==> src/rtl/core/svp_pkg.sv <==
package svp_pkg;

  // sample memory geometry, depth is a power of two
  localparam int MEM_DEPTH = 65536;
  localparam int ADDR_W    = $clog2(MEM_DEPTH);

  // fixed-point step format
  localparam int FRAC_BITS = 10;

  // field widths of the item ports
  localparam int KIND_W  = 3;
  localparam int IADDR_W = 16;
  localparam int SAMP_W  = 8;
  localparam int LEN_W   = 17;
  localparam int STEP_W  = 16;

  // derived arithmetic widths
  localparam int ACC_W   = STEP_W + 1;
  localparam int WHOLE_W = ACC_W - FRAC_BITS;
  localparam int CNT_W   = LEN_W + 1;

  localparam logic [SAMP_W-1:0] SILENCE  = SAMP_W'(128);
  localparam logic [STEP_W-1:0] UNITY    = STEP_W'(1) << FRAC_BITS;

  typedef enum logic [KIND_W-1:0] {
    KIND_TICK  = 3'd0,
    KIND_WRITE = 3'd1,
    KIND_PLAY  = 3'd2,
    KIND_STOP  = 3'd3,
    KIND_QUEUE = 3'd4,
    KIND_STEP  = 3'd5
  } kind_t;

  // what a tick hands to the output stage
  typedef struct packed {
    logic silent;
    logic playing;
  } tick_info_t;

endpackage

==> src/rtl/core/svp_out.sv <==
module svp_out
  import svp_pkg::*;
(
  input  logic              clk,
  input  logic              rst_n,
  input  logic              tick_go,
  input  tick_info_t        tick_info,
  input  logic [SAMP_W-1:0] rd_data,
  output logic              hold,
  output logic              out_valid,
  input  logic              out_stall,
  output logic [SAMP_W-1:0] out_sample_out,
  output logic              out_playing
);

  logic              s1_v_r, s1_v_nxt;
  tick_info_t        s1_info_r;
  logic              s1_adv;
  logic              ov_r, ov_nxt;
  logic [SAMP_W-1:0] samp_r;
  logic              play_r;

  // memory data stage moves on when the output register is free or taken
  assign s1_adv = s1_v_r && (!ov_r || !out_stall);
  assign hold   = s1_v_r && !s1_adv;

  always_comb begin
    s1_v_nxt = s1_v_r;
    if (tick_go) begin
      s1_v_nxt = 1'b1;
    end else if (s1_adv) begin
      s1_v_nxt = 1'b0;
    end
    ov_nxt = ov_r;
    if (s1_adv) begin
      ov_nxt = 1'b1;
    end else if (!out_stall) begin
      ov_nxt = 1'b0;
    end
  end

  // valid flags
  always_ff @(posedge clk) begin
    if (!rst_n) begin
      s1_v_r <= 1'b0;
      ov_r   <= 1'b0;
    end else begin
      s1_v_r <= s1_v_nxt;
      ov_r   <= ov_nxt;
    end
  end

  // payload registers
  always_ff @(posedge clk) begin
    if (tick_go) begin
      s1_info_r <= tick_info;
    end
    if (s1_adv) begin
      samp_r <= s1_info_r.silent ? SILENCE : rd_data;
      play_r <= s1_info_r.playing;
    end
  end

  assign out_valid      = ov_r;
  assign out_sample_out = samp_r;
  assign out_playing    = play_r;

endmodule

==> config.mk <==
export PLATFORM = sky130hd
export DESIGN_NAME = svp_out
export DESIGN_NICKNAME = d
export VERILOG_FILES = /design/src/rtl/core/svp_pkg.sv /design/src/rtl/core/svp_out.sv
export SDC_FILE = /design/constraint.sdc
export NUM_CORES = 1
export LEC_CHECK = 0
export ABC_CLOCK_PERIOD_IN_PS = 4900
export BUFFER_PORTS_ARGS = -buffer_cell sky130_fd_sc_hd__clkbuf_2
export CAP_MARGIN = 25
export CORE_AREA = 2 2 39 41
export CTS_CLUSTER_DIAMETER = 30
export CTS_CLUSTER_SIZE = 25
export DETAILED_ROUTE_END_ITERATION = 8
export DIE_AREA = 0 0 41 43
export PLACE_DENSITY_LB_ADDON = 0.25
export SYNTH_ARGS = -nofsm -noshare
export SYNTH_HDL_FRONTEND = slang
export SYNTH_SLANG_ARGS = --single-unit
==> constraint.sdc <==
create_clock -name clk -period 4.9 [get_ports clk]
set_input_delay 1.47 -clock clk [delete_from_list [all_inputs] [get_ports clk]]
set_output_delay 1.47 -clock clk [all_outputs]
set_load 0.005 [all_outputs]
# After elaboration in Yosys (flattened, before gate mapping)
# Index checks and enable logic that the tools add are counted.
classes:
  eq_ne: 1
  muxes: 4
  n_reduce_logical: 7
op_table:
  columns: ["cell", "n"]
  rows:
  - ["1-bit two-way mux", 4]
  - ["1-bit zero test", 3]
  - ["1-bit logical AND", 2]
  - ["2-bit by 1-bit inequality test with 1-bit output (second input constant)", 1]
  - ["2-bit nonzero test", 1]
  - ["1-bit logical OR", 1]
word_totals:
  ff_bits: 13
  input_bits: 14
  out_inout_bits: 11
  word_cells: 18

# Logic depth before layout (Yosys ltp)
# Gate-level depths: netlist (run 1).
logic_depth:
  ltp_word: 5
  depth_mapped: 2
  mapped_depth_nobuf: 2

# Least setup slack after synthesis (run 1)
# OpenSTA, ideal clock, no wires.
synth_timing:
  path_type: "input to output"
  from: "input port out_stall"
  to: "output port hold"
  t_arrival_ps: 1639
  required_ps: 3430
  slack_ps: 1791
  path_stages: 1
  path_buffers: 0
  cell_sequence: "and3_4"
synth_between:
  elab_chain_cells: 5
synth_lines:
  columns: ["element", "line_no", "rtl"]
  rows:
  - ["from (decl)", "svp_out.sv:11", "input logic out_stall,"]
  - ["1-bit zero test", null, null]
  - ["1-bit logical OR", "svp_out.sv:24", "assign s1_adv = s1_v_r && (!ov_r || !out_stall);"]
  - ["1-bit logical AND", "svp_out.sv:24", null]
  - ["1-bit zero test", "svp_out.sv:25", "assign hold = s1_v_r && !s1_adv;"]
  - ["1-bit logical AND", "svp_out.sv:25", null]
  - ["to (decl)", "svp_out.sv:9", "output logic hold,"]
# Every way passes these cells.

# Final worst setup path (run 1)
# Ends and elaborated chain as after synthesis.

==> reports/results.txt, run 1 <==
Syn nets: 40
Placed Area: 611.8 µm²
Lkg Pwr: 0.0002873 µW
Root Driver: clkbuf_4
Slew Limit Headroom: 85.95%
CP startpoint kind: input port
Drt pass-1 iters: 2
Sw Pwr: 40.19 µW
Dpl ws: 1.578 ns
Switching Fraction: 19.22%
Post-route DRC violation count: 0
YS warnings: 0
Register bit total from synthesis: 13
Resize count post-CTS: 0
Worst skew pair latency: 0.26 ns
Vias in the first global route: 268
Critical path data arrival time: 1.85 ns
Yosys top cell area share: 71.16%
Starting Density: 33.54%
Hold/Removal Path Class: reg -> reg
Maxcap violations: 0
Comb power frac: 8.1%
IO Port Bufs: 24
First-pass GRT wire length: 1152 µm
H-tree Lvls: 1
Netlist Area Pre-Place: 464.2 µm²
Reg clk slew, reported paths: 0.07 ns
Area Growth Syn to Fin: 37.47%
WL per Instance: 10.11 µm
Top post-synthesis cells by area: edfxtp_1 71%, dfxtp_1 8.6%, and2b_1 8.1%
GR Util All Layers: 10.34%
Antenna cells: 0
Pint: 168.9 µW
Maximum number of pins on one net before global-route repair: 10
Final ANT Viol Nets: 0
Critical Path End Type: primary output
Die X: 41 µm
Kind of critical path: in -> out
Global route total overflow: 0
Power per Cell Area: 327.6 nW/µm²
Post-CTS Hold Buffers: 0
Slew Viols, Final: 0
Setup bufs post-CTS: 0
CTS buffer count: 3
Clk buf depth: 2
Vias per cell: 4.254
CTS tree: built
Vias: 302
Post-route cell area: 638.1 µm²
Setup TNS: 0 ns
Core area: 1384 µm²
Setup ws final: 1.577 ns
WP data required: 3.43 ns
Commonest non-fill, non-tap cell in the layout: clkbuf_2
Final setup fails: 0
Post-Route Skew: 0.001688 ns
Most frequent cells in the layout: 24 x clkbuf_2, 11 x edfxtp_1, 5 x and2b_1
Routability cong.: 0.6009
Area leader, netlist: edfxtp_1
Seq pwr share: 62.2%
Synthesized area per cell: 17.85 µm²
Syn Inst Count: 26
Clock power share: 29.7%
Post-Layout Cell Count: 71
Net count, final: 70
Antenna violations before repair: 0
Chip height: 43 µm
Row count: 14
Clock sink count: 13
RSZ-0062 raised after global routing: no
Distinct cells, synth: 9
Inst Count DP: 67
Outcome: complete, no violations
Final hold violation count: 0
Drt initial violations: 4
Maximum clock frequency: 0.3010 GHz
CP Max Fanout: 3
Layout cells sized above 1: 54.55%
Sequential fraction of the synthesis area: 79.78%
Hold slack: 0.4327 ns
VDD IR-drop max: 132.6 µV
Number of I/O pins: 25
Min Tclk post-route: 3.323 ns
Period utilization: 67.81%
Worst slew pin tran: 0.2107 ns
Drt total wl: 718 µm
Die area: 1763 µm²
-- worst max-delay path: stages --
cell and delay (ns):
clkbuf_2 0.10, and3_4 0.18, clkbuf_2 0.10
-- path summary, 6_finish.rpt --
check / start / endpoint / cells past startpoint / slack (ns)
worst max-delay path: out_stall / hold / 3 / 1.58
worst min-delay path: s1_info_r[0]$_DFFE_PP_ / out_playing$_DFFE_PP_ / 0 / 0.43
worst max register to register: s1_info_r[1]$_DFFE_PP_ / out_sample_out[7]$_SDFFCE_PP1P_ / 1 / 3.85
worst min register to register: s1_info_r[0]$_DFFE_PP_ / out_playing$_DFFE_PP_ / 0 / 0.43
-- final cells by class --
| class | count | area (µm²) |
|---|---|---|
| fillers | 147 | 745.7 |
| flip-flops and latches | 13 | 370.4 |
| repair buffers | 25 | 127.6 |
| well taps | 16 | 20.02 |
| clock buffers | 4 | 26.28 |
| multi-input cells | 13 | 93.84 |
-- Yosys cell counts (all sizes together) --
| cell type | number |
|---|---|
| or2 | 1 |
| edfxtp | 11 |
| and2b | 5 |
| a21oi | 1 |
| a21boi | 1 |
| o21a | 1 |
| and3 | 1 |
| dfxtp | 2 |
| nor2b | 3 |
-- sequential cells by signal, indices dropped and copies added (netlist names) --
register        count
s1_info_r           2
out_sample_out      8
s1_v_r              1
out_valid           1
out_playing         1
-- routing by layer --
layer / track usage [%] / share of wire [%]
met1: 13.01 / 37
met4: 8.000 / 0
met3: 3.141 / 10
met2: 14.06 / 53
met5: 0 / 0
-- metrics by stage --
stage	utilization, %	total power [µW]
final	46.11	209.1
after global routing	46.11	222.0
after CTS	46.11	213.2
after detailed placement	44.21	149.9
after global placement	44.21	149.4
after floorplan	-	138.3
-- kinds of logic (layout without fill, tap and decap cells) --
| family | count (synthesis) | after routing | synth area share [%] |
|---|---|---|---|
| AOI/OAI and AO/OA | 3 | 3 | 4.313 |
| buffers and inverters | 0 | 29 | 0 |
| and+or+nand+nor | 10 | 10 | 15.90 |
| DFF | 13 | 13 | 79.79 |
-- power by group through the flow --
stage / Sequential, µW / Clock, µW / Combinational, µW
after detailed placement: 133 / 0 / 17.2
after global routing: 131 / 71.7 / 19.5
after CTS: 130 / 65.8 / 17.3
final: 130 / 62.2 / 16.9
after global placement: 132 / 0 / 16.9
after floorplan: 133 / 0 / 5.75
(Power assumes the default switching activity.)
==> run 2: changes to the inputs <==
- ABC_CLOCK_PERIOD_IN_PS: 4900 -> 2850
- clock period: 4.9 -> 2.85 ns (I/O delays scaled with it)
==> run 2 against run 1 <==
  * Clock-buffer cell count stayed put
  * Register-to-register slack worse by 2.1 ns
  * Cell count unchanged
  * Sequential share of layout area stayed put
  * Sequential power is 72% higher
  * Global-route usage increased by 0.18 points
  * Routed wire length grew 2.2%
  * Clock skew is 0.00075 ns lower
  * Core utilization unchanged
  * Total power is 76% higher
  * Critical endpoint unchanged
  * Largest cell class unchanged
  * Highest routed layer is now met4
==> reports/results.txt, run 2 (synthesis results as in run 1) <==
Comb power frac: 8.0% (was 8.1%)
Lkg Pwr: 0.0002873 µW (unchanged)
Final ANT Viol Nets: 0 (unchanged)
Root Driver: clkbuf_4 (unchanged)
Most frequent cells in the layout: 24 x clkbuf_2, 11 x edfxtp_1, 5 x and2b_1 (unchanged)
Final hold violation count: 0 (unchanged)
Outcome: complete, no violations (unchanged)
Sw Pwr: 77.24 µW (was 40.19 µW)
Post-Route Skew: 0.0009428 ns (was 0.001688 ns)
WP data required: 2.00 ns (was 3.43 ns)
Critical path data arrival time: 1.24 ns (was 1.85 ns)
Worst skew pair latency: 0.28 ns (was 0.26 ns)
Slew Limit Headroom: 86.66% (was 85.95%)
Core Util, Final: 46.11% (unchanged)
Clk buf depth: 2 (unchanged)
Maxcap violations: 0 (unchanged)
Final setup fails: 0 (unchanged)
Setup TNS: 0 ns (unchanged)
Most frequent CP cell: clkbuf_2 (unchanged)
IO Port Bufs: 24 (unchanged)
Period utilization: 73.48%
Resize count post-CTS: 0 (unchanged)
CP Max Fanout: 3 (unchanged)
Area Growth Syn to Fin: 37.47% (unchanged)
Power per Cell Area: 576.5 nW/µm² (was 327.6 nW/µm²)
H-tree Lvls: 1 (unchanged)
Switching Fraction: 21.00% (was 19.22%)
Critical Path End Type: primary output (unchanged)
GR Util All Layers: 10.52% (was 10.34%)
Drt total wl: 734 µm (was 718 µm)
Die area: 1763 µm² (unchanged)
Maximum clock frequency: 0.4775 GHz
Antenna cells: 0 (unchanged)
Pint: 290.6 µW (was 168.9 µW)
Clock sink count: 13 (unchanged)
Layout cells sized above 1: 54.55% (unchanged)
Drt pass-1 iters: 2 (unchanged)
Slowest CP cell: and3_4 (unchanged)
Antenna violations before repair: 0 (unchanged)
Min Tclk post-route: 2.094 ns
Kind of critical path: in -> out (unchanged)
Routability cong.: 0.6026 (was 0.6009)
Commonest non-fill, non-tap cell in the layout: clkbuf_2 (unchanged)
CTS buffer count: 3 (unchanged)
Net count, final: 70 (unchanged)
CTS tree: built (unchanged)
Reg clk slew, reported paths: 0.08 ns (was 0.07 ns)
RSZ-0062 raised after global routing: no (unchanged)
CP startpoint kind: input port (unchanged)
Vias: 308 (was 302)
Largest register FFs: 8 (unchanged)
Max stage delay on crit path: 0.18 ns (about the same)
Number of I/O pins: 25 (unchanged)
Vias in the first global route: 284 (was 268)
Hold/Removal Path Class: reg -> reg (unchanged)
Chip height: 43 µm (unchanged)
First-pass GRT wire length: 1110 µm (was 1152 µm)
Drt initial violations: 6 (was 4)
Seq pwr share: 60.6% (was 62.2%)
Worst slew pin tran: 0.2001 ns (was 0.2107 ns)
Post-CTS Hold Buffers: 0 (unchanged)
Setup bufs post-CTS: 0 (unchanged)
Row count: 14 (unchanged)
WL per Instance: 10.34 µm (was 10.11 µm)
Global route total overflow: 0 (unchanged)
Critical-path cell list: clkbuf_2, and3_4, clkbuf_2 (unchanged)
Clock power share: 31.4% (was 29.7%)
Core area: 1384 µm² (unchanged)
Vias per cell: 4.338 (was 4.254)
Maximum number of pins on one net before global-route repair: 10 (unchanged)
Starting Density: 33.54% (unchanged)
Post-route DRC violation count: 0 (unchanged)
VDD IR-drop max: 236.8 µV (was 132.6 µV)
Die X: 41 µm (unchanged)
Slew Viols, Final: 0 (unchanged)
==> run 2: cell counts in the layout (fill, tap and decap cells not counted) <==
No cell type changed its count.
==> run 2: area by class of cell <==
| cell class | count | area [µm²] |
|---|---|---|
| fillers | 135 | 745.7 |
| well taps | 16 | 20.02 |
| multi-input cells | 13 | 93.84 |
| repair buffers | 25 | 127.6 |
| flip-flops and latches | 13 | 370.4 |
| clock buffers | 4 | 26.28 |
==> run 2: worst paths after layout <==
check	startpoint	endpoint	slack [ns]	depth (start not counted)
setup / recovery	out_stall	hold	0.76	3
hold / removal	s1_info_r[0]$_DFFE_PP_	out_playing$_DFFE_PP_	0.43	0
setup reg to reg	s1_info_r[1]$_DFFE_PP_	out_sample_out[7]$_SDFFCE_PP1P_	1.80	1
hold reg to reg	s1_info_r[0]$_DFFE_PP_	out_playing$_DFFE_PP_	0.43	0
==> run 2: worst max-delay path: cells and delay by family <==
| family | cells | cell delay (ns) |
|---|---|---|
| and+or+nand+nor | 1 | 0.18 |
| buffers and inverters | 2 | 0.20 |
==> run 2: power groups by stage <==
stage,sequential (µW),combinational (µW),clock (µW)
after global routing,225,32.9,125
final,223,29.3,116
after CTS,223,29.7,122
after detailed placement,228,29.5,0
after floorplan,228,9.89,0
after global placement,228,29.1,0
==> run 2: metal layers <==
metal | part of all wire (%) | wire [µm] | track usage [%]
met5 | 0 | 0 | 0
met1 | 34 | 248 | 8.772
met4 | 2.2 | 16 | 8.000
met2 | 52 | 381 | 16.56
met3 | 12 | 88 | 6.283
==> run 2: through the flow <==
step	setup WS, ns	instances	hold WS [ns]	cell area (µm²)	power [µW]
final	0.7559	71	0.4339	638.1	367.9
after global routing	0.7272	71	0.4469	638.1	382.2
after CTS	0.7534	71	0.4412	638.1	375.4
after detailed placement	0.7586	67	0.4120	611.8	257.1
after global placement	0.7636	67	0.4031	611.8	256.6
after floorplan	0.8765	26	0.4003	464.2	237.8
==> run 3: changes to the inputs <==
- ABC_CLOCK_PERIOD_IN_PS: 2850 -> 2000
- clock period: 2.85 -> 2 ns (I/O delays scaled with it)
==> run 3 against run 2 <==
  * Total power grew 39%
  * Die area unchanged
  * Cell count unchanged
  * Flip-flop and latch count stayed put
  * Clock-buffer cell count unchanged
  * Combinational power increased by 41%
  * Highest routed layer is now met3
  * Cell area unchanged
  * Non-clock buffer count stayed put
  * Sequential power is 43% higher
  * Clock skew grew 0.00089 ns
==> reports/results.txt, run 3 (synthesis results as in run 1) <==
Net count, final: 70 (unchanged)
Area Growth Syn to Fin: 37.47% (unchanged)
Root Driver: clkbuf_4 (unchanged)
Setup bufs post-CTS: 0 (unchanged)
Period utilization: 79.27%
Setup TNS: 0 ns (unchanged)
WP data required: 1.40 ns (was 2.00 ns)
Antenna violations before repair: 0 (unchanged)
Post-route DRC violation count: 0 (unchanged)
Final ANT Viol Nets: 0 (unchanged)
Worst skew pair latency: 0.26 ns (was 0.28 ns)
R2r worst-path depth: 1 (unchanged)
Post-CTS Hold Buffers: 0 (unchanged)
Maxcap violations: 0 (unchanged)
Critical Path End Type: primary output (unchanged)
CTS tree: built (unchanged)
Antenna cells: 0 (unchanged)
WL per Instance: 9.239 µm (was 10.34 µm)
Number of I/O pins: 25 (unchanged)
Slew Limit Headroom: 85.82% (was 86.66%)
First-pass GRT wire length: 1000 µm (was 1110 µm)
Starting Density: 33.54% (unchanged)
Lkg Pwr: 0.0002873 µW (unchanged)
Hold endpoint: out_playing$_DFFE_PP_ (unchanged)
Vias per cell: 4.099 (was 4.338)
Maximum number of pins on one net before global-route repair: 10 (unchanged)
Comb power frac: 8.1% (was 8.0%)
CP Max Fanout: 3 (unchanged)
Post-route cell area: 638.1 µm² (unchanged)
Worst Setup SP: out_stall (unchanged)
Setup slack, reg-to-reg: 0.95 ns (was 1.80 ns)
Drt initial violations: 0 (was 6)
Worst slew pin tran: 0.2127 ns (was 0.2001 ns)
H-tree Lvls: 1 (unchanged)
Routability cong.: 0.6146 (was 0.6026)
Most frequent CP cell: clkbuf_2 (unchanged)
VDD IR-drop max: 322.3 µV (was 236.8 µV)
Final setup fails: 0 (unchanged)
Sw Pwr: 96.92 µW (was 77.24 µW)
Clk buf depth: 2 (unchanged)
Total chip power: 510.6 µW (was 367.9 µW)
RSZ-0062 raised after global routing: no (unchanged)
Outcome: complete, no violations (unchanged)
Maximum clock frequency: 0.6307 GHz
Layout cells sized above 1: 54.55% (unchanged)
Hold_sp: s1_info_r[0]$_DFFE_PP_ (unchanged)
Slew Viols, Final: 0 (unchanged)
Largest register FFs: 8 (unchanged)
Min Tclk post-route: 1.585 ns
Vias in the first global route: 255 (was 284)
Reg2reg end: out_sample_out[7]$_SDFFCE_PP1P_ (unchanged)
IO Port Bufs: 24 (unchanged)
GR Util All Layers: 8.905% (was 10.52%)
Final hold violation count: 0 (unchanged)
Clock power share: 29.6% (was 31.4%)
Resize count post-CTS: 0 (unchanged)
Clock sink count: 13 (unchanged)
Vias: 291 (was 308)
Reg clk slew, reported paths: 0.07 ns (was 0.08 ns)
Critical-path cell list: clkbuf_2, and3_4, clkbuf_2 (unchanged)
Commonest non-fill, non-tap cell in the layout: clkbuf_2 (unchanged)
Drt pass-1 iters: 1 (was 2)
Switching Fraction: 18.98% (was 21.00%)
Hold/Removal Path Class: reg -> reg (unchanged)
Kind of critical path: in -> out (unchanged)
Post-Route Skew: 0.001829 ns (was 0.0009428 ns)
Max stage delay on crit path: 0.18 ns (about the same)
Core area: 1384 µm² (unchanged)
Row count: 14 (unchanged)
Pint: 413.7 µW (was 290.6 µW)
Drt total wl: 656 µm (was 734 µm)
Seq pwr share: 62.3% (was 60.6%)
Critical path data arrival time: 0.99 ns (was 1.24 ns)
Die X: 41 µm (unchanged)
Placed Area: 611.8 µm² (unchanged)
Hold slack: 0.4288 ns (was 0.4339 ns)
RR Startpoint: s1_info_r[1]$_DFFE_PP_ (unchanged)
Power per Cell Area: 800.2 nW/µm² (was 576.5 nW/µm²)
CP startpoint kind: input port (unchanged)
Slowest CP cell: and3_4 (unchanged)
Most frequent cells in the layout: 24 x clkbuf_2, 11 x edfxtp_1, 5 x and2b_1 (unchanged)
Chip height: 43 µm (unchanged)
CTS buffer count: 3 (unchanged)
Die area: 1763 µm² (unchanged)
Global route total overflow: 0 (unchanged)
WHS Path Cells: 0 (unchanged)
-- run 3: cell counts in the layout (fill, tap and decap cells not counted) --
No cell type changed its count.
-- run 3: worst max-delay path: cells and delay by family --
kind / cells / cell delay (ns)
buffers and inverters: 2 / 0.20
AND/OR/NAND/NOR: 1 / 0.18
-- run 3: layout make-up --
type                       instances  area, µm²
multi-input combinational         13      93.84
fill                             131      745.7
timing repair buffer              25      127.6
sequential                        13      370.4
clock buffer                       4      26.28
tap                               16      20.02
-- run 3: power groups by stage --
| stage | clock network (µW) | logic, µW | registers, µW |
|---|---|---|---|
| 2_1_floorplan | 0 | 14.1 | 325 |
| 3_3_place_gp | 0 | 41.5 | 324 |
| 3_5_place_dp | 0 | 41.7 | 325 |
| 4_1_cts | 160 | 41.9 | 319 |
| 5_1_grt | 171 | 46.0 | 321 |
| 6_report | 151 | 41.2 | 318 |
-- run 3: per-stage QoR --
stage,instances,utilization [%],setup WS [ns]
global placement,67,44.21,0.4236
CTS,71,46.11,0.4150
global route,71,46.11,0.3956
detailed placement,67,44.21,0.4173
floorplan,26,-,0.2815
finish,71,46.11,0.4146
-- run 3: layer usage --
layer	share of wire, %	vias to the layer above	global-route usage [%]
met5	0	-	0
li1	-	153	-
met2	49	16	13.13
met3	12	0	3.141
met1	39	122	10.27
met4	0	0	6.000
-- run 3: worst max path at each step --
stage / end / slack, ns / cells past startpoint
6_report: hold / 0.41 / 3
3_3_place_gp: hold / 0.42 / 3
2_1_floorplan: out_playing$_DFFE_PP_ / 0.28 / 1
3_5_place_dp: hold / 0.42 / 3
4_1_cts: hold / 0.42 / 3
5_1_grt: hold / 0.40 / 3
