==> src/rtl/core/svp_pkg.sv <==
package svp_pkg;

  // sample memory geometry, depth is a power of two
  localparam int MEM_DEPTH = 65536;
  localparam int ADDR_W    = $clog2(MEM_DEPTH);

  // fixed-point step format
  localparam int FRAC_BITS = 10;

  // field widths of the item ports
  localparam int KIND_W  = 3;
  localparam int IADDR_W = 16;
  localparam int SAMP_W  = 8;
  localparam int LEN_W   = 17;
  localparam int STEP_W  = 16;

  // derived arithmetic widths
  localparam int ACC_W   = STEP_W + 1;
  localparam int WHOLE_W = ACC_W - FRAC_BITS;
  localparam int CNT_W   = LEN_W + 1;

  localparam logic [SAMP_W-1:0] SILENCE  = SAMP_W'(128);
  localparam logic [STEP_W-1:0] UNITY    = STEP_W'(1) << FRAC_BITS;

  typedef enum logic [KIND_W-1:0] {
    KIND_TICK  = 3'd0,
    KIND_WRITE = 3'd1,
    KIND_PLAY  = 3'd2,
    KIND_STOP  = 3'd3,
    KIND_QUEUE = 3'd4,
    KIND_STEP  = 3'd5
  } kind_t;

  // what a tick hands to the output stage
  typedef struct packed {
    logic silent;
    logic playing;
  } tick_info_t;

endpackage

==> src/rtl/core/svp_ctrl.sv <==
module svp_ctrl
  import svp_pkg::*;
(
  input  logic               clk,
  input  logic               rst_n,
  input  logic               accept,
  input  logic [KIND_W-1:0]  kind,
  input  logic [IADDR_W-1:0] address,
  input  logic [SAMP_W-1:0]  sample_value,
  input  logic [LEN_W-1:0]   length,
  input  logic [STEP_W-1:0]  increment,
  output logic               wr_en,
  output logic [ADDR_W-1:0]  wr_addr,
  output logic [SAMP_W-1:0]  wr_data,
  output logic               rd_en,
  output logic [ADDR_W-1:0]  rd_addr,
  output logic               tick_go,
  output tick_info_t         tick_info
);

  logic [ADDR_W-1:0]    ptr_r, ptr_nxt;
  logic [LEN_W-1:0]     count_r, count_nxt;
  logic [FRAC_BITS-1:0] frac_r, frac_nxt;
  logic [STEP_W-1:0]    step_r, step_nxt;
  logic [IADDR_W-1:0]   nstart_r, nstart_nxt;
  logic [LEN_W-1:0]     nlen_r, nlen_nxt;

  logic               active;
  logic [ACC_W-1:0]   acc;
  logic [WHOLE_W-1:0] whole;
  logic [CNT_W-1:0]   diff;
  logic               ended;
  logic               same_clip;

  // phase accumulator and remaining count arithmetic
  assign active    = (count_r != '0);
  assign acc       = ACC_W'(frac_r) + ACC_W'(step_r);
  assign whole     = acc[ACC_W-1:FRAC_BITS];
  assign diff      = {1'b0, count_r} - CNT_W'(whole);
  assign ended     = diff[CNT_W-1] || (diff == '0);
  assign same_clip = active && (nstart_r == address) && (nlen_r == length);

  // memory ports: writes go straight in, ticks read at the current pointer
  assign wr_en   = accept && (kind == KIND_WRITE);
  assign wr_addr = ADDR_W'(address);
  assign wr_data = sample_value;
  assign tick_go = accept && (kind == KIND_TICK);
  assign rd_en   = tick_go && active;
  assign rd_addr = ptr_r;

  // next state per item kind
  always_comb begin
    ptr_nxt    = ptr_r;
    count_nxt  = count_r;
    frac_nxt   = frac_r;
    step_nxt   = step_r;
    nstart_nxt = nstart_r;
    nlen_nxt   = nlen_r;
    if (accept) begin
      case (kind)
        KIND_TICK: begin
          if (active) begin
            frac_nxt = acc[FRAC_BITS-1:0];
            if (ended) begin
              count_nxt = nlen_r;
              ptr_nxt   = ADDR_W'(nstart_r);
            end else begin
              count_nxt = diff[LEN_W-1:0];
              ptr_nxt   = ptr_r + ADDR_W'(whole);
            end
          end
        end
        KIND_PLAY: begin
          nlen_nxt  = '0;
          step_nxt  = UNITY;
          frac_nxt  = '0;
          ptr_nxt   = ADDR_W'(address);
          count_nxt = length;
        end
        KIND_STOP: begin
          count_nxt = '0;
        end
        KIND_QUEUE: begin
          if (!same_clip) begin
            if (!active) begin
              ptr_nxt   = ADDR_W'(address);
              count_nxt = length;
            end
            nstart_nxt = address;
            nlen_nxt   = length;
          end
        end
        KIND_STEP: begin
          step_nxt = increment;
        end
        default: begin
        end
      endcase
    end
  end

  assign tick_info.silent  = !active;
  assign tick_info.playing = (count_nxt != '0);

  // control state
  always_ff @(posedge clk) begin
    if (!rst_n) begin
      ptr_r    <= '0;
      count_r  <= '0;
      frac_r   <= '0;
      step_r   <= UNITY;
      nstart_r <= '0;
      nlen_r   <= '0;
    end else begin
      ptr_r    <= ptr_nxt;
      count_r  <= count_nxt;
      frac_r   <= frac_nxt;
      step_r   <= step_nxt;
      nstart_r <= nstart_nxt;
      nlen_r   <= nlen_nxt;
    end
  end

endmodule

==> config.mk <==
export PLATFORM = sky130hd
export DESIGN_NAME = svp_ctrl
export DESIGN_NICKNAME = d
export VERILOG_FILES = /design/src/rtl/core/svp_pkg.sv /design/src/rtl/core/svp_ctrl.sv
export SDC_FILE = /design/constraint.sdc
export NUM_CORES = 1
export LEC_CHECK = 0
export BUFFER_PORTS_ARGS = -buffer_cell sky130_fd_sc_hd__buf_4
export CAP_MARGIN = 20
export CELL_PAD_IN_SITES_DETAIL_PLACEMENT = 1
export CELL_PAD_IN_SITES_GLOBAL_PLACEMENT = 2
export CORE_MARGIN = 2
export CORE_UTILIZATION = 34
export CTS_CLUSTER_SIZE = 25
export DETAILED_ROUTE_END_ITERATION = 12
export GPL_TIMING_DRIVEN = 0
export PLACE_DENSITY_LB_ADDON = 0.1
export SYNTH_ARGS = -nofsm -noshare
export SYNTH_HDL_FRONTEND = slang
export SYNTH_SLANG_ARGS = --single-unit
==> constraint.sdc <==
create_clock -name clk -period 6.87 [get_ports clk]
set_input_delay 0 -clock clk [delete_from_list [all_inputs] [get_ports clk]]
set_output_delay 0 -clock clk [all_outputs]
set_load 0.005 [all_outputs]
After elaboration in Yosys (flattened, before gate mapping)
Index checks and enable logic that the tools add are counted.

storage, ports and cells
  bits in latches = 0
  input port bits = 63
  word-level logic and storage cells = 56
  output and inout port bits = 45
  bits in writable memories = 0
  memories kept = 0
  bits in registers = 92
  ROM bits = 0

cells by class
  bitwise operators = 1
  multiplexer cells = 16
  $lt $le $gt $ge = 0
  shift-type cells = 0
  $mul = 0
  $add $sub $neg = 3
  div/mod/pow operators = 0
  equality and inequality tests = 10
  reduce and logical (&&, ||, !) cells = 20

operator list
  operator                                                               count
  17-bit 2-to-1 mux                                                      6
  17-bit one-hot mux with 4 select lines                                 1
  16-bit 2-to-1 mux                                                      4
  16-bit one-hot mux with 3 select lines                                 1
  17-bit one-hot mux with 2 select lines                                 1
  17-bit nonzero test                                                    2
  16-bit one-hot mux with 2 select lines                                 1
  10-bit one-hot mux with 2 select lines                                 1
  18-bit zero test                                                       1
  17-bit by 7-bit subtractor with 18-bit output                          1
  10-bit by 16-bit adder with 17-bit output                              1
  17-bit equality test                                                   1
  16-bit by 7-bit adder with 16-bit output                               1
  16-bit equality test                                                   1
  10-bit 2-to-1 mux                                                      1
  3-bit AND reduction                                                    3
  3-bit by 2-bit equality test with 1-bit output, second input constant  2
  3-bit equality test, second input constant                             2
  2-bit != test, second input constant                                   3
  2-bit nonzero test                                                     3
  1-bit logical AND                                                      5
  5-bit AND reduction                                                    1
  3-bit by 1-bit equality test with 1-bit output, second input constant  1
  3-bit zero test                                                        1
  other kinds (5)                                                        5

Logic depth before layout (Yosys ltp)
Gate-level depths: netlist (run 1).

  word-level depth = 9
  depth in mapped cells = 28
  mapped depth without buffers = 26

Worst setup path after synthesis (run 1)
Ideal clock, no wire load.

  kind = reg-to-output
  start = reg frac_r[0]
  end = out tick_info[0] (netlist bit)
  arrival time = 5.574 ns
  stages on the path, launching flop included = 27
  slack = 1.296 ns
  data required time = 6.870 ns
  path buffers = 0
  cells stage by stage = dfxtp_1 > ha_1 > inv_1 > fa_1 > nor2b_1 > o21ai_0 > a21boi_0 > o21ai_0 > a21boi_0 > o21ai_0 > a21boi_0 > o21ai_0 > nand2_1 > xor2_1 > ha_1 > inv_1 > fa_1 > a21oi_1 > nor2_1 > or3_4 > a2111oi_4 > o2111ai_1 > or4b_1 > and4_4 > a211o_1 > or4_1 > nand4b_1

RTL lines
  what                      RTL line         text
  start: declaration        svp_ctrl.sv:23   logic [FRAC_BITS-1:0] frac_r, frac_nxt;
  start signal: assignment  svp_ctrl.sv:117  frac_r <= frac_nxt;
  end: declaration          svp_ctrl.sv:18   output tick_info_t tick_info

==> impl_summary.log, run 1 <==
[metrics] Final Instance Area: 8760 sq um
[metrics] Area Growth Syn to Fin: 29.3%
[metrics] number of flops mapped to enable cells by yosys: 0
[metrics] n_diodes: 0
[metrics] post-synthesis net count: 932
[metrics] reg2reg end: count_r[10]$_SDFF_PN0_
[metrics] clock buffers created by TritonCTS: 9
[metrics] Critical Path Sink: tick_info[0]
[metrics] Worst Hold Class: in2reg
[metrics] sequential area share after synthesis: 27.2%
[metrics] number of primary I/O pins: 108
[metrics] commonest cells in the netlist: dfxtp_1, nand2_1, nor2b_1
[metrics] portion of synthesized cell area occupied by the leading cell type: 27.2%
[metrics] clock tree from TritonCTS: done
[metrics] cell at the root of the clock tree: clkbuf_16
[metrics] clock period minus worst slack: about 6.5 ns
[metrics] basic-gate share of the synthesized area counting and, or, nand and nor cells: 23.7%
[metrics] clock share of power: 31.6%
[metrics] P_sw: between 0.5 and 0.6 mW
[metrics] initial antenna violation count: 0
[metrics] Die Footprint: 21100 sq um
[metrics] clock insertion delay at the later pin of the skew report: 0.36 ns
[metrics] most instantiated library cell after synthesis: dfxtp_1
[metrics] metal1 wirelength: about 12 mm
[metrics] worst setup path category: reg2out
[metrics] global router's overall resource usage: approximately a quarter
[metrics] layout cell share with drive strength beyond 1: between 10% and 20%
[metrics] start point of the critical path: step_r[1]$_SDFFE_PN0P_
[metrics] routed length on met3: 1.13 mm
[metrics] overflow left after global routing: 0
[metrics] leakage power figure: approximately 3.5 nW
[metrics] synth unique cells: 73
[metrics] count of synthesis-stage warnings from yosys: 0
[metrics] # nets final: 1090
[metrics] final setup vio count: 0
[metrics] Post-Place Cell Area: ~7900 sq um
[metrics] Post-Syn Area per Cell: 8.05 sq um
[metrics] combinational power share: between 30% and 40%
[metrics] Internal Dissipation: 1.03 mW
[metrics] global-route wire length before repair: 41.3 mm
[metrics] number of global-route vias before repair: 7215
[metrics] xor-xnor portion of the synthesized cell area: 8.79%
[metrics] final number of max-transition violations: 0
[metrics] die span in y: 145 um
[metrics] Met2 Wirelength: 13.3 mm
[metrics] run status: finished, final reports clean
[metrics] portion of total power attributed to sequential cells: between 30% and 40%
[metrics] # clock sinks: 92
[metrics] largest cells by area after synthesis: dfxtp_1, nor2b_1, a22oi_1
[metrics] top sig layer: met4
[metrics] crit path capture type: output port
[metrics] sum of net half-perimeters after detailed placement: 21.0 mm
[metrics] worst vdd ir: 0.000112 V
[metrics] final weighted congestion in routability-driven placement: 0.978
[metrics] flops & latches, synth: 92
[metrics] Adder-Cell Fraction of Synth Area: 5.32%
[metrics] combinational family with the most area after synthesis: compound AO/OA/AOI/OAI gates
[metrics] worst r2r src: step_r[1]$_SDFFE_PN0P_
[metrics] transition at the pin with the smallest max-transition slack: 1.08 ns
[metrics] Core ar.: 19500 sq um
[metrics] number of buffers inserted by port buffering: 98
[metrics] Pwr per Cell Area: 186 nW/um^2
[metrics] worst hold path stage count: 3
[metrics] net switching fraction of the power: 36.7%
[metrics] reported max-cap violation count: 0
[metrics] worst rel slew slack: 27.9%
[metrics] reg-to-reg slack, setup: 0.70 ns
[metrics] smallest hold slack: ~0.0057 ns
[metrics] detail-routed via count per cell: 5.47
[metrics] largest net degree at the start of global routing: 18
[metrics] Most used DFF post-synth: dfxtp_1
[metrics] final worst path period share: between 90% and 100%
[metrics] number of H-tree levels: 3
[metrics] complex-gate fraction of the synthesized area: 24.4%
[metrics] WL final: 27.2 mm
[metrics] clock-pin transition on the worst setup and hold timing paths: 0.08 ns
[metrics] effective utilization at floorplan: a little over a third
[metrics] required time at the worst-slack endpoint: 6.87 ns
[metrics] Worst Skew: 0.0110 ns
[metrics] CP Data Arrival Time: 6.53 ns
[metrics] Async S/R FF share, synth: 0%
[metrics] antenna-violating nets left: 0
[metrics] Final Hold Viols: 0
[metrics] 1st-pass router iterations: 5
[metrics] library cell occupying the most area in the post-synthesis netlist: dfxtp_1
[metrics] routed wire length per instance: 21.4 um
[metrics] die width: 145 um
[metrics] drt first-iter violations: 370
[metrics] Worst setup SP type: flop
[metrics] post-synthesis instance total: 842
[metrics] Synth Cell Area: 6780 sq um
[metrics] drc violations: 0
[metrics] overall via count from detail_route: 6946
[metrics] critical path fanouts, max: 8
[metrics] fraction of synthesized area in multiplexers: under 10%
[metrics] Std-Cell Rows: 51
[metrics] Clock Tree Buf Depth: 2
[metrics] cells on worst reg2reg path: 24
[metrics] Max Freq: 153 MHz
==> worst min-delay path by stage <==
stage	from	to	slack (ns)
global route	length[3]	nlen_r[3]$_SDFFE_PN0P_	0.01
detailed placement	sample_value[2]	wr_data[2]	0.17
floorplan	address[0]	wr_addr[0]	0.08
CTS	length[13]	nlen_r[13]$_SDFFE_PN0P_	0.001
global placement	sample_value[5]	wr_data[5]	0.17
finish	length[13]	nlen_r[13]$_SDFFE_PN0P_	0.006
==> sequential cells by signal, summed over array words and instances (netlist names) <==
register and count:
nstart_r 16, rd_addr 16, step_r 16, count_r 17, nlen_r 17, frac_r 10
==> worst max-delay path, stage by stage, from the launching register on <==
cell and delay (ns):
dfxtp_1 0.38, ha_1 0.24, a21o_1 0.18, a21oi_1 0.21, o21ai_0 0.12, a21oi_1 0.23
o21ai_0 0.12, a21oi_1 0.24, o21ai_0 0.16, a21oi_2 0.17, buf_4 0.16, mux2_2 0.34
o211a_1 0.16, ha_1 0.44, nor2b_1 0.11, a221oi_1 0.31, o211ai_1 0.14, buf_4 0.18
a2111oi_4 0.28, o2111ai_2 0.20, or4b_1 0.51, and4_4 0.21, a211o_1 0.29, or4_1 0.41
nand4b_1 0.20, buf_4 0.16
==> power groups by stage <==
stage / sequential [mW] / combinational, mW / clock, mW
floorplan: 0.576 / 0.298 / 0
global placement: 0.582 / 0.493 / 0
detailed placement: 0.583 / 0.500 / 0
CTS: 0.570 / 0.531 / 0.524
global route: 0.573 / 0.588 / 0.545
finish: 0.571 / 0.544 / 0.515
==> layout by cell type, fill, tap and decap left out, types with 10 or more instances in the layout <==
master / count
a22oi_1: 43
nor2_1: 60
ha_1: 23
a21oi_1: 32
clkbuf_1: 32
dlygate4sd3_1: 43
dfxtp_1: 92
a21o_1: 10
inv_1: 22
xor2_1: 32
nor3_1: 13
nand3_1: 17
nor2b_1: 70
xnor2_1: 35
mux2i_1: 23
o21ai_0: 32
buf_4: 131
and2_1: 14
nand2_1: 68
==> stage by stage <==
step	std cells	worst slack, ns	setup TNS [ns]	total power [mW]	utilization, %
floorplan	842	1.30	0	0.874	-
global placement	1205	-0.367	-0.367	1.07	40.2
detailed placement	1206	-0.463	-0.475	1.08	40.2
CTS	1266	0.0178	0	1.63	44.1
global route	1270	-0.00374	-0.00374	1.71	44.9
finish	1270	0.342	0	1.63	44.9
==> kinds of logic (layout without fill, tap and decap cells) <==
group / Yosys count / count (layout)
AO/OA/AOI/OAI: 229 / 229
XOR/XNOR: 68 / 68
adder cells (fa/ha/maj): 27 / 27
buffers and inverters: 92 / 255
flip-flops: 92 / 92
multiplexers: 26 / 26
AND/OR/NAND/NOR: 308 / 308
==> cell type report <==
cell class / instances / area (sq um)
repair buffers: 148 / 1220
well taps: 265 / 332
clock inverters: 6 / 51.3
inverters: 23 / 86.3
clock buffers: 10 / 239
fillers: 2421 / 10800
plain buffers: 68 / 367
flip-flops and latches: 92 / 1840
multi-input cells: 658 / 4630
==> timing repair <==
action / CTS / global route
resized for setup: 13 / 28
endpoints found under the hold margin: 46 / 0
setup buffers: 2 / 4
pin swaps: 3 / 7
setup endpoints to repair: 8 / 2
hold buffers: 43 / 0
==> per-layer routing <==
layer  vias up  track usage (%)
met5         -                0
met4         0             7.94
met3        46             4.06
met2       164             44.5
met1      3391             31.8
li1       3345                -
(Power assumes the default switching activity.)
==> run 2, diff against run 1 <==
--- a/config.mk
+++ b/config.mk
@@ -10,10 +10,12 @@
 export CELL_PAD_IN_SITES_DETAIL_PLACEMENT = 1
 export CELL_PAD_IN_SITES_GLOBAL_PLACEMENT = 2
 export CORE_MARGIN = 2
-export CORE_UTILIZATION = 34
+export CORE_UTILIZATION = 35
+export CTS_BUF_LIST = sky130_fd_sc_hd__clkbuf_4
 export CTS_CLUSTER_SIZE = 25
 export DETAILED_ROUTE_END_ITERATION = 12
 export GPL_TIMING_DRIVEN = 0
+export MAX_ROUTING_LAYER = met4
 export PLACE_DENSITY_LB_ADDON = 0.1
 export SYNTH_ARGS = -nofsm -noshare
 export SYNTH_HDL_FRONTEND = slang
==> constraint.sdc (replaced) <==
create_clock -name clk -period 6.8 [get_ports clk]
set_input_delay 0 -clock clk [delete_from_list [all_inputs] [get_ports clk]]
set_output_delay 0 -clock clk [all_outputs]
set_load 0.005 [all_outputs]
==> impl_summary.log, run 2 (synthesized netlist as in run 1, its figures left out) <==
[metrics] run status: finished, final reports clean
[metrics] die span in y: 143 um
[metrics] routed wire length per instance: 22.0 um
[metrics] clock tree from TritonCTS: done
[metrics] Clock Tree Buf Depth: 2
[metrics] layout cell share with drive strength beyond 1: 22.6%
[metrics] # clock sinks: 92
[metrics] reported max-cap violation count: 0
[metrics] clock insertion delay at the later pin of the skew report: 0.50 ns
[metrics] Worst Hold Class: in2out
[metrics] global-route wire length before repair: 42.7 mm
[metrics] initial antenna violation count: 2
[metrics] family of cells with the greatest summed delay on the critical path: compound AO/OA/AOI/OAI gates
[metrics] Worst setup SP type: flop
[metrics] Area Growth Syn to Fin: 32.2%
[metrics] CP dominant cell by count: o21ai_2
[metrics] transition at the pin with the smallest max-transition slack: 1.12 ns
[metrics] sum of net half-perimeters after detailed placement: approximately 22 mm
[metrics] required time at the worst-slack endpoint: 6.80 ns
[metrics] Std-Cell Rows: 50
[metrics] largest net degree at the start of global routing: 14
[metrics] clock-pin transition on the worst setup and hold timing paths: between 0.1 and 0.15 ns
[metrics] worst setup path category: reg2out
[metrics] Pwr per Cell Area: 164 nW/um^2
[metrics] drt first-iter violations: 306
[metrics] leading registers by flop count: count_r: 17 flops, nlen_r: 17 flops
[metrics] leakage power figure: 3.60 nW
[metrics] Max Freq: 151 MHz
[metrics] clock buffers created by TritonCTS: 9
[metrics] final setup vio count: 0
[metrics] global router's overall resource usage: 28.5%
[metrics] crit path max-delay cell type: ha_1
[metrics] CP max stage delay: 0.44 ns
[metrics] Core ar.: 18800 sq um
[metrics] worst rel slew slack: 24.8%
[metrics] overall via count from detail_route: 7226
[metrics] Final Power: around 1.5 mW
[metrics] commonest cells after routing, fill and taps aside: buf_4, dfxtp_1, nor2b_1, nand2_1, nor2_1
[metrics] antenna-violating nets left: 0
[metrics] final worst path period share: 97.2%
[metrics] most frequent standard cell in the layout excluding fill and tap cells: buf_4
[metrics] worst vdd ir: 0.0000992 V
[metrics] Worst Skew: ~0.027 ns
[metrics] number of H-tree levels: 3
[metrics] 1st-pass router iterations: 5
[metrics] clock period minus worst slack: 6.61 ns
[metrics] # nets final: 1115
[metrics] drc violations: 0
[metrics] Final Hold Viols: 0
[metrics] Layout Utilization: 47.6%
[metrics] number of primary I/O pins: 108
[metrics] Final Instance Area: ~9000 sq um
[metrics] buffers and inverters on the worst path: 4
[metrics] final weighted congestion in routability-driven placement: 0.909
[metrics] cell at the root of the clock tree: clkbuf_4
[metrics] pre-CTS worst setup slack: -0.637 ns
[metrics] overflow left after global routing: 0
[metrics] Post-Place Cell Area: 7840 sq um
[metrics] final-layout fill cell count: 2249
[metrics] crit path capture type: output port
[metrics] WL final: 28.3 mm
[metrics] worst setup slack after layout: 0.191 ns
[metrics] CP Data Arrival Time: 6.61 ns
[metrics] critical path fanouts, max: 10
[metrics] number of global-route vias before repair: 7610
[metrics] effective utilization at floorplan: 36.0%
[metrics] reg-to-reg slack, setup: 0.77 ns
[metrics] final number of max-transition violations: 0
[metrics] detail-routed via count per cell: approximately 5.6
[metrics] die width: 143 um
[metrics] number of buffers inserted by port buffering: 98
[metrics] Die Footprint: 20500 sq um
[metrics] smallest hold slack: 0.167 ns
run 2: what timing repair did:
| item | CTS | global route |
|---|---|---|
| pin swaps | 8 | 33 |
| hold endpoints to repair | 74 | 0 |
| setup endpoints to repair | 11 | 2 |
| hold buffers | 50 | 0 |
| setup buffers | 9 | 16 |
| resized for setup | 32 | 50 |
run 2: path summary, 6_finish.rpt:
check,start,to,depth (start not counted)
min,sample_value[4],wr_data[4],2
min reg2reg,rd_addr[6]$_SDFFE_PN0P_,rd_addr[6]$_SDFFE_PN0P_,2
max reg2reg,frac_r[0]$_SDFFE_PN0P_,count_r[13]$_SDFF_PN0_,29
max,frac_r[0]$_SDFFE_PN0P_,tick_info[0],27
run 2: area by class of cell:
type | instances | area [sq um] | share of cell area, %
Antenna cell | 2 | 5.00 | 0.0559
Buffer | 68 | 369 | 4.12
Clock buffer | 10 | 75.1 | 0.838
Clock inverter | 3 | 41.3 | 0.461
Inverter | 23 | 86.3 | 0.964
Multi-Input combinational cell | 658 | 4790 | 53.5
Sequential cell | 92 | 1840 | 20.6
Tap cell | 260 | 325 | 3.63
Timing Repair Buffer | 173 | 1420 | 15.9
run 2: where the power goes:
| part | switching, mW | internal [mW] | leakage (nW) | total [mW] |
|---|---|---|---|---|
| logic | 0.339 | 0.238 | 2.79 | 0.577 |
| clock network | 0.204 | 0.109 | 0.0619 | 0.313 |
| registers | 0.0239 | 0.555 | 0.745 | 0.579 |
run 2: layer usage:
layer  routed length (um)  vias to the layer above  share of wire [%]  track usage, %
li1                     -                     3380                  -               -
met1                12300                     3579                 44            34.0
met5                    0                        -                  0               -
met2                13900                      208                 49            48.0
met3                 1130                       59                4.0            3.92
met4                 1000                        0                3.5            12.4
run 2: metrics by stage:
step | instances | setup TNS, ns
2_1_floorplan | 842 | 0
3_3_place_gp | 1200 | -0.778
3_5_place_dp | 1200 | -2.06
4_1_cts | 1271 | 0
5_1_grt | 1289 | -0.135
6_report | 1289 | 0
==> run 3, diff against run 2 <==
--- a/config.mk
+++ b/config.mk
@@ -6,7 +6,6 @@
 export NUM_CORES = 1
 export LEC_CHECK = 0
 export BUFFER_PORTS_ARGS = -buffer_cell sky130_fd_sc_hd__buf_4
-export CAP_MARGIN = 20
 export CELL_PAD_IN_SITES_DETAIL_PLACEMENT = 1
 export CELL_PAD_IN_SITES_GLOBAL_PLACEMENT = 2
 export CORE_MARGIN = 2
@@ -16,7 +15,7 @@
 export DETAILED_ROUTE_END_ITERATION = 12
 export GPL_TIMING_DRIVEN = 0
 export MAX_ROUTING_LAYER = met4
-export PLACE_DENSITY_LB_ADDON = 0.1
+export PLACE_DENSITY = 0.8
 export SYNTH_ARGS = -nofsm -noshare
 export SYNTH_HDL_FRONTEND = slang
 export SYNTH_SLANG_ARGS = --single-unit
==> impl_summary.log, run 3 (synthesized netlist as in run 1, its figures left out) <==
[metrics] run status: finished, final reports clean
[metrics] Area Growth Syn to Fin: 29.1%
[metrics] overall via count from detail_route: just under 7k
[metrics] final weighted congestion in routability-driven placement: 0.901
[metrics] Final Instance Area: between 8000 and 9000 sq um
[metrics] global-route wire length before repair: about 40 mm
[metrics] crit path capture type: output port
[metrics] Worst Hold Class: in2out
[metrics] critical path fanouts, max: 3
[metrics] worst vdd ir: 0.0000756 V
[metrics] overflow left after global routing: 0
[metrics] die span in y: 143 um
[metrics] Max Freq: 153 MHz
[metrics] final-layout fill cell count: around 2.3k
[metrics] Std-Cell Rows: 50
[metrics] Pwr per Cell Area: 167 nW/um^2
[metrics] RSZ-0062 raised after global routing: no
[metrics] reported max-cap violation count: 0
[metrics] worst rel slew slack: 15.3%
[metrics] antenna-violating nets left: 0
[metrics] die width: ~140 um
[metrics] WL final: 26.3 mm
[metrics] final setup vio count: 0
[metrics] Core ar.: 18800 sq um
[metrics] Post-Place Cell Area: roughly 7800 sq um
[metrics] P_sw: between 0.5 and 0.6 mW
[metrics] FF+latch area: 1850 sq um
[metrics] routed wire length per instance: 20.6 um
[metrics] pre-CTS worst setup slack: -0.348 ns
[metrics] 1st-pass router iterations: 5
[metrics] count of placed standard cells in the final layout, fillers left out: 1276
[metrics] clock tree from TritonCTS: done
[metrics] final number of max-transition violations: 0
[metrics] CP Data Arrival Time: 6.52 ns
[metrics] number of primary I/O pins: 108
[metrics] clock-pin transition on the worst setup and hold timing paths: 0.19 ns
[metrics] # clock sinks: 92
[metrics] combinational power share: 37.9%
[metrics] clock period minus worst slack: 6.52 ns
[metrics] effective utilization at floorplan: about 36%
[metrics] required time at the worst-slack endpoint: 6.80 ns
[metrics] commonest cells after routing, fill and taps aside: buf_4, dfxtp_1, nor2b_1, nand2_1, nor2_1
[metrics] clock buffers created by TritonCTS: 9
[metrics] Worst Skew: 0.0263 ns
[metrics] area taken by multi-input logic gates: about 4700 sq um
[metrics] number of global-route vias before repair: around 7.2k
[metrics] instance count after placement with tap cells included: between 1k and 1.5k
[metrics] portion of total power attributed to sequential cells: between 30% and 40%
[metrics] number of H-tree levels: 3
[metrics] leading registers by flop count: count_r: 17 flops, nlen_r: 17 flops
[metrics] clock insertion delay at the later pin of the skew report: 0.52 ns
[metrics] net switching fraction of the power: 40.3%
[metrics] sum of net half-perimeters after detailed placement: about 20 mm
[metrics] final worst path period share: 95.9%
[metrics] Die Footprint: 20500 sq um
[metrics] Worst setup SP type: flop
[metrics] Final Power: 1.46 mW
[metrics] Clock Tree Buf Depth: 2
[metrics] Internal Dissipation: 0.870 mW
[metrics] drc violations: 0
[metrics] worst setup path category: reg2out
[metrics] largest net degree at the start of global routing: 19
[metrics] initial antenna violation count: 1
[metrics] drt first-iter violations: 421
[metrics] worst setup slack after layout: 0.277 ns
[metrics] transition at the pin with the smallest max-transition slack: 1.26 ns
[metrics] clock share of power: 22.4%
[metrics] cell at the root of the clock tree: clkbuf_4
[metrics] detail-routed via count per cell: 5.45
[metrics] # nets final: 1100
[metrics] Final Hold Viols: 0
[metrics] global router's overall resource usage: a little over a quarter
[metrics] number of buffers inserted by port buffering: between 90 and 100
[metrics] leakage power figure: 3.50 nW
[metrics] layout cell share with drive strength beyond 1: around a fifth
[metrics] Layout Utilization: 46.5%
[metrics] most frequent standard cell in the layout excluding fill and tap cells: buf_4
==> run 3: cell count changes in the layout (fill, tap and decap cells not counted), moves of 2 or more <==
cell / before / now
a21boi_1: 0 / 2
a21boi_2: 4 / 2
a21oi_1: 26 / 30
a21oi_4: 5 / 2
buf_4: 149 / 134
clkbuf_4: 11 / 9
dfxtp_1: 90 / 88
dfxtp_2: 2 / 4
ha_4: 3 / 1
inv_6: 0 / 3
o21ai_0: 27 / 32
o21ai_1: 5 / 1
xnor2_1: 32 / 35
xnor2_2: 2 / 0
==> run 3: worst paths after layout <==
path / startpoint / end / slack [ns] / cells past startpoint
max: frac_r[0]$_SDFFE_PN0P_ / tick_info[0] / 0.28 / 27
min: sample_value[3] / wr_data[3] / 0.17 / 2
max reg2reg: frac_r[1]$_SDFFE_PN0P_ / count_r[10]$_SDFF_PN0_ / 0.92 / 24
min reg2reg: rd_addr[6]$_SDFFE_PN0P_ / rd_addr[6]$_SDFFE_PN0P_ / 0.52 / 2
==> run 3: per-stage QoR <==
stage | hold slack, ns | TNS, ns
after floorplan | 0.0808 | 0
after global placement | 0.166 | -0.283
after detailed placement | 0.167 | -0.422
after CTS | 0.148 | 0
after global routing | 0.170 | 0
final | 0.166 | 0
==> run 3: cell type report <==
class	instances	area share, %
repair buffers	158	15.0
flip-flops and latches	92	21.1
well taps	260	3.72
plain buffers	68	4.18
diodes	1	0.0286
clock inverters	7	0.772
clock buffers	9	0.772
inverters	23	0.987
multi-input cells	658	53.4
==> run 3: what timing repair did <==
| item | 4_1_cts | 5_1_grt |
|---|---|---|
| hold buffers | 50 | 0 |
| hold endpoints to repair | 77 | 0 |
| gates resized for setup | 20 | 34 |
| pin swaps | 7 | 14 |
| buffers inserted | 6 | 4 |
| endpoints found under the setup margin | 8 | 1 |
==> run 3: per-layer routing <==
layer	global-route usage (%)	vias to the layer above	share of wire [%]
met2	43.8	177	48
met5	-	-	0
met4	8.03	0	2.0
li1	-	3345	-
met3	4.33	37	4.6
met1	33.9	3396	45
==> run 3: worst max-delay path, stage by stage (launching register included) <==
cell       delay [ns]
dfxtp_2          0.37
ha_1             0.17
inv_1            0.07
fa_2             0.35
nor2b_1          0.11
o21ai_0          0.11
a21boi_1         0.22
o21ai_1          0.12
a21boi_2         0.19
o21ai_2          0.09
a21boi_2         0.18
o21ai_2          0.11
nand2_2          0.16
xor2_4           0.24
ha_4             0.19
inv_1            0.05
fa_2             0.37
a21oi_2          0.16
nor2_1           0.07
or3_4            0.37
a2111oi_4        0.36
o2111ai_2        0.20
or4b_1           0.50
and4_4           0.20
a211o_1          0.26
or4_4            0.43
nand4b_1         0.19
buf_4            0.15
==> run 3: power groups by stage <==
stage | Sequential (mW) | Clock (mW) | Combinational (mW)
3_3_place_gp | 0.589 | 0 | 0.491
5_1_grt | 0.581 | 0.352 | 0.595
3_5_place_dp | 0.589 | 0 | 0.491
2_1_floorplan | 0.582 | 0 | 0.301
4_1_cts | 0.578 | 0.333 | 0.524
6_report | 0.579 | 0.326 | 0.553
